<file path="src/sv/esc_pkg.sv">
// Types, constants and arithmetic helpers of the sensor compensation block
package esc_pkg;

    localparam int CFG_W     = 64;
    localparam int CFG_IDX_W = 3;

    typedef enum logic [CFG_IDX_W-1:0] {
        REG_TEMP_CALIB = 3'd0,
        REG_PRESS_A    = 3'd1,
        REG_PRESS_B    = 3'd2,
        REG_PRESS_C    = 3'd3,
        REG_HUM        = 3'd4,
        REG_HUM_H6     = 3'd5
    } t_reg_idx;

    localparam logic [63:0] P_FINE_OFS  = 64'd128000;
    localparam logic [20:0] P_ADC_BASE  = 21'd1048576;
    localparam logic [63:0] P_SCALE     = 64'd3125;
    localparam logic [63:0] P_HALF      = 64'h0000_8000_0000_0000;
    localparam logic [31:0] H_FINE_OFS  = 32'd76800;
    localparam logic [31:0] H_ROUND     = 32'd16384;
    localparam logic [31:0] H_BIAS_A    = 32'd32768;
    localparam logic [31:0] H_BIAS_B    = 32'd2097152;
    localparam logic [31:0] H_BIAS_C    = 32'd8192;
    localparam logic [31:0] H_MAX       = 32'd419430400;
    localparam logic [31:0] T_ROUND     = 32'd128;

    typedef struct packed {
        logic [47:0] temp;
        logic [63:0] pa;
        logic [63:0] pb;
        logic [15:0] pc;
        logic [63:0] hum;
        logic [7:0]  h6;
    } t_calib;

    typedef struct packed {
        logic [19:0] adc_temp;
        logic [19:0] adc_press;
        logic [15:0] adc_hum;
    } t_sample;

    typedef struct packed {
        logic signed [15:0] temp_centi;
        logic [31:0]        press_q24_8;
        logic               press_invalid;
        logic [16:0]        hum_q22_10;
    } t_result;

    typedef struct packed {
        t_sample     smp;
        logic [31:0] fine;
        logic [15:0] temp_centi;
        logic [16:0] hum;
        logic [63:0] num;
        logic [30:0] den;
        logic [63:0] quo;
        logic        neg;
        logic        dz;
        logic [31:0] press;
        logic        press_invalid;
    } t_item;

    typedef struct packed {
        logic [63:0] ll;
        logic [31:0] lh;
        logic [31:0] hl;
    } t_pp;

    function automatic logic [31:0] sx16_32(input logic [15:0] x);
        return {{16{x[15]}}, x};
    endfunction

    function automatic logic [63:0] sx16_64(input logic [15:0] x);
        return {{48{x[15]}}, x};
    endfunction

    function automatic logic [31:0] sx8_32(input logic [7:0] x);
        return {{24{x[7]}}, x};
    endfunction

    function automatic logic [31:0] asr32(input logic [31:0] x, input int unsigned s);
        return 32'($signed(x) >>> s);
    endfunction

    function automatic logic [63:0] asr64(input logic [63:0] x, input int unsigned s);
        return 64'($signed(x) >>> s);
    endfunction

    // partial products of a 64 x 64 product taken modulo 2^64
    function automatic t_pp mul_pp(input logic [63:0] a, input logic [63:0] b);
        t_pp p;
        p.ll = a[31:0] * b[31:0];
        p.lh = a[31:0] * b[63:32];
        p.hl = a[63:32] * b[31:0];
        return p;
    endfunction

    function automatic logic [63:0] mul_sum(input t_pp p);
        return p.ll + {p.lh + p.hl, 32'h0};
    endfunction

endpackage

</file>
<file path="src/sv/esc_temp.sv">
// Fine temperature and temperature output stages
module esc_temp (
    input  logic           i_clk,
    input  logic           i_rst_n,
    input  logic           i_en,
    input  logic           i_valid,
    input  esc_pkg::t_item i_item,
    input  esc_pkg::t_calib i_cal,
    output logic           o_valid,
    output esc_pkg::t_item o_item
);
    import esc_pkg::*;

    localparam int N = 5;

    typedef struct packed {
        t_item       item;
        logic [31:0] a;
        logic [31:0] b;
        logic [31:0] ma;
        logic [31:0] mb;
        logic [31:0] v1;
        logic [31:0] m3;
    } t_st;

    t_st          r_st [N];
    t_st          n_st [N];
    logic [N-1:0] r_vld;

    always_comb begin
        logic [31:0] tc;
        logic [15:0] t1;
        t1 = i_cal.temp[15:0];
        n_st[0]      = '0;
        n_st[0].item = i_item;
        n_st[0].a    = {15'b0, i_item.smp.adc_temp[19:3]} - {15'b0, t1, 1'b0};
        n_st[0].b    = {16'b0, i_item.smp.adc_temp[19:4]} - {16'b0, t1};

        n_st[1]    = r_st[0];
        n_st[1].ma = r_st[0].a * sx16_32(i_cal.temp[31:16]);
        n_st[1].mb = r_st[0].b * r_st[0].b;

        n_st[2]    = r_st[1];
        n_st[2].v1 = asr32(r_st[1].ma, 11);
        n_st[2].m3 = asr32(r_st[1].mb, 12) * sx16_32(i_cal.temp[47:32]);

        n_st[3]           = r_st[2];
        n_st[3].item.fine = r_st[2].v1 + asr32(r_st[2].m3, 14);

        n_st[4] = r_st[3];
        tc = asr32({r_st[3].item.fine[29:0], 2'b0} + r_st[3].item.fine + T_ROUND, 8);
        if ($signed(tc) < -32'sd32768) begin
            n_st[4].item.temp_centi = 16'h8000;
        end else if ($signed(tc) > 32'sd32767) begin
            n_st[4].item.temp_centi = 16'h7fff;
        end else begin
            n_st[4].item.temp_centi = tc[15:0];
        end
    end

    always_ff @(posedge i_clk) begin
        if (!i_rst_n) begin
            r_vld <= '0;
        end else if (i_en) begin
            r_vld <= {r_vld[N-2:0], i_valid};
        end
    end

    always_ff @(posedge i_clk) begin
        if (i_en) begin
            r_st <= n_st;
        end
    end

    assign o_valid = r_vld[N-1];
    assign o_item  = r_st[N-1].item;
endmodule

</file>
<file path="config.mk">
export PLATFORM = sky130hd
export DESIGN_NAME = esc_temp
export DESIGN_NICKNAME = d
export VERILOG_FILES = /design/src/sv/esc_pkg.sv /design/src/sv/esc_temp.sv
export SDC_FILE = /design/constraint.sdc
export NUM_CORES = 2
export LEC_CHECK = 0
export ABC_AREA = 1
export CAP_MARGIN = 40
export CELL_PAD_IN_SITES_DETAIL_PLACEMENT = 0
export CELL_PAD_IN_SITES_GLOBAL_PLACEMENT = 1
export CORE_ASPECT_RATIO = 1.25
export CORE_MARGIN = 5
export CORE_UTILIZATION = 48
export DETAILED_ROUTE_END_ITERATION = 10
export DONT_BUFFER_PORTS = 1
export GPL_TIMING_DRIVEN = 0
export PLACE_DENSITY_LB_ADDON = 0.1
export SYNTH_ARGS = -nofsm -noshare
export SYNTH_HDL_FRONTEND = slang
export SYNTH_SLANG_ARGS = --single-unit
</file>
<file path="constraint.sdc">
create_clock -name i_clk -period 6.3 [get_ports i_clk]
set_clock_uncertainty 0.1 [all_clocks]
set_input_delay 0.315 -clock i_clk [delete_from_list [all_inputs] [get_ports i_clk]]
set_output_delay 0.315 -clock i_clk [all_outputs]
set_load 0.01 [all_outputs]
</file>
==> results by group <==
Die
  – Initial Util: 48.2%
  – Die W: 381 um
  – IO Pins: 899
  – Core Area: 0.171 mm^2
  – Die Ht: 474 um
  – Die area: 0.181 mm^2
  – Site Rows: 170

Timing
  – # setup viols final: 16
  – Slew margin rel.: 8.96%
  – Final Hold Vio Count: 0
  – Final Cycle Share: 111%
  – Slew Limit Fails: 0
  – Setup TNS Final: -6.62 ns
  – RSZ-0062 raised after global routing: yes
  – Tmin final: 7.00 ns
  – Worst slew pin tran: 1.37 ns
  – Post-route setup slack: -0.699 ns
  – Fmax: 143 MHz

Detailed routing
  – DR iter-0 viols: 2805
  – Via count: 46.8k
  – DRT Pass-1 Iters: 7
  – Drt via density: 4.92
  – Antenna-violating nets left: 0
  – Wire per inst: 20.2 um
  – Final wirelength: 193000 um
  – Residual DRC: 0

Hold path
  – WHS Endpoint: n_st[1910]$_DFFE_PP_
  – Worst hold path stage count: 1
  – Hold path start: i_item[197]
  – Worst Hold Class: in -> reg

Finish
  – Most common cell after layout, fill and taps aside: edfxtp_1
  – Register area: 0.0449 mm^2
  – Multi-input logic area: 0.0338 mm^2
  – Syn-to-layout area delta: 19.3%
  – Nets: 8986
  – Most frequent cells in the layout: edfxtp_1, inv_1, nand2_1
  – Fill cells: 14.0k
  – Fraction of layout cells with a size suffix above 1: 13.6%

CTS
  – Clock buffer depth: 3
  – Root buf cell: clkbuf_16
  – # clock sinks: 1497
  – CTS tree: built
  – CTS H-Tree Depth: 4
  – CTS clk-pin slew, worst paths: 0.06 ns
  – Worst-Skew Late Latency: 0.77 ns
  – CTS buffer count: 140

Global route
  – Largest net degree at the start of global routing: 256
  – Initial antenna violation count: 23
  – First-pass GRT wire length: 292000 um
  – Vias in the first global route: 49.6k
  – Total GRT Usage: 21.5%
  – Remaining Overflow, GRT: 0

Synth
  – Top post-synthesis cells by area: edfxtp_1, fa_1, inv_1
  – Synth top area share: 54.2%
  – Mean post-synth cell area: 12.7 um^2
  – YS warnings: 0
  – Synth unique cells: 47
  – Yosys top cell by area: edfxtp_1
  – Sequential-to-total area share from yosys stat: 54.3%
  – Synthesized instance count: 6481
  – Cell area after synthesis: 0.0826 mm^2
  – Synthesized flop and latch total: 1497
  – Syn_nets: 8297

Critical path
  – CP Capture Type: flip-flop
  – CP Class: reg -> reg
  – CP startpoint kind: flip-flop
  – Critical Path AT: 7.37 ns
  – R2R Path Start: n_st[1689]$_DFFE_PP_
  – Required @ worst endpoint: 6.68 ns
  – R2r endpoint: n_st[1109]$_DFFE_PP_
  – Worst-path fanout max: 5
  – Worst Reg-to-Reg Cells: 24
  – Reg-to-reg setup timing slack: -0.70 ns

Place
  – Pre-CTS setup slack: -1.71 ns
  – Post-DP HPWL: 146000 um
  – RePlAce Congestion: 0.865
  – Port-buffer cells: 0

Run status
  – Failing checks: negative setup slack
  – Outcome: complete, but fails checks

Run
  – Max Cap Viol: 0
critical path: stages (launching register included):
cell       delay, ns
edfxtp_1        0.52
buf_8           0.19
clkbuf_16       0.16
nand2_8         0.09
buf_12          0.10
fa_2            0.46
fa_2            0.56
buf_6           0.16
fa_1            0.51
fa_1            0.58
inv_2           0.04
fa_1            0.49
fa_1            0.45
fa_1            0.50
fa_1            0.55
ha_4            0.35
nand2_4         0.07
inv_2           0.06
nand3_1         0.10
nor3_2          0.14
inv_1           0.09
nor2_1          0.15
a21oi_2         0.09
nand3_1         0.13
nand2_4         0.08
flip-flops by register name, summed over array words and instances, names as in the netlist:
register	flops
o_item	305
r_vld	5
n_st	1187
how the worst max path moves through the flow:
| stage | startpoint | to | slack [ns] | cells after the start |
|---|---|---|---|---|
| after global placement | n_st[1682]$_DFFE_PP_ | n_st[1109]$_DFFE_PP_ | -1.70 | 27 |
| after detailed placement | n_st[1682]$_DFFE_PP_ | n_st[1109]$_DFFE_PP_ | -1.71 | 27 |
| after floorplan | n_st[1711]$_DFFE_PP_ | n_st[1109]$_DFFE_PP_ | -0.05 | 24 |
| after global routing | n_st[1711]$_DFFE_PP_ | n_st[1109]$_DFFE_PP_ | -0.84 | 25 |
| after CTS | n_st[1692]$_DFFE_PP_ | n_st[1108]$_DFFE_PP_ | -0.64 | 23 |
| final | n_st[1689]$_DFFE_PP_ | n_st[1109]$_DFFE_PP_ | -0.70 | 24 |
synth_stat cells (all sizes together):
library cell,instances
a21boi,4
o21bai,26
conb,1
inv,1511
buf,39
a31o,2
nor4,7
or2,25
a211oi,3
o221ai,2
nor4b,2
nand3b,5
o211ai,4
dfxtp,5
o21a,6
edfxtp,1492
nand4,16
a21oi,159
xnor2,46
o21ai,76
nor3,19
a21o,19
fa,861
nand3,109
a31oi,8
o211a,1
o31ai,1
clkbuf,117
xor2,96
and2,1
nor2,208
a221oi,1
nand2,1237
ha,372
cell type report:
| cell class | count | share of cell area [%] |
|---|---|---|
| Antenna cell | 10 | 0.0254 |
| Buffer | 147 | 1.17 |
| Clock buffer | 161 | 3.65 |
| Clock inverter | 96 | 1.11 |
| Inverter | 1511 | 5.79 |
| Multi-Input combinational cell | 3317 | 34.3 |
| Sequential cell | 1497 | 45.6 |
| Tap cell | 2236 | 2.84 |
| Timing Repair Buffer | 556 | 5.60 |
kinds of logic (layout without fill, tap and decap cells):
kind of cell	after synthesis	after routing	synth area share (%)
fa+ha+maj	1233	1233	26.5
other cells	1	11	0.00454
xor+xnor	142	142	1.51
compound gates	312	312	2.17
simple gates	1629	1629	7.82
flops	1497	1497	54.3
buf+inv	1667	2471	7.65
timing repair:
item / CTS / global route
hold endpoints to repair: 289 / 0
gates cloned: 1 / 0
pin swaps: 158 / 188
hold buffers: 359 / 0
setup endpoints to repair: 59 / 51
setup buffers: 117 / 70
resized for setup: 415 / 355
routing by layer:
metal | share of wire, % | vias up | global-route usage [%] | wire length [um]
met3 | 5.9 | 377 | 4.42 | 11400
li1 | - | 21800 | - | -
met4 | 4.7 | 30 | 9.21 | 9040
met1 | 39 | 23400 | 26.6 | 75800
met5 | 0.096 | - | 0 | 184
met2 | 50 | 1260 | 37.0 | 96200
per-stage QoR:
| stage | utilization [%] | hold WS, ns | area [um^2] | instances |
|---|---|---|---|---|
| floorplan | - | 0.300 | 83000 | 6481 |
| global placement | 50.0 | 0.300 | 85800 | 8717 |
| detailed placement | 50.2 | 0.305 | 86000 | 8728 |
| CTS | 56.4 | 0.000216 | 96700 | 9455 |
| global route | 57.5 | 0.00226 | 98500 | 9527 |
| finish | 57.5 | 0.0577 | 98500 | 9531 |
Power is not shown: default switching activity piles up to over one toggle a cycle in this logic, so the estimate is an artifact.
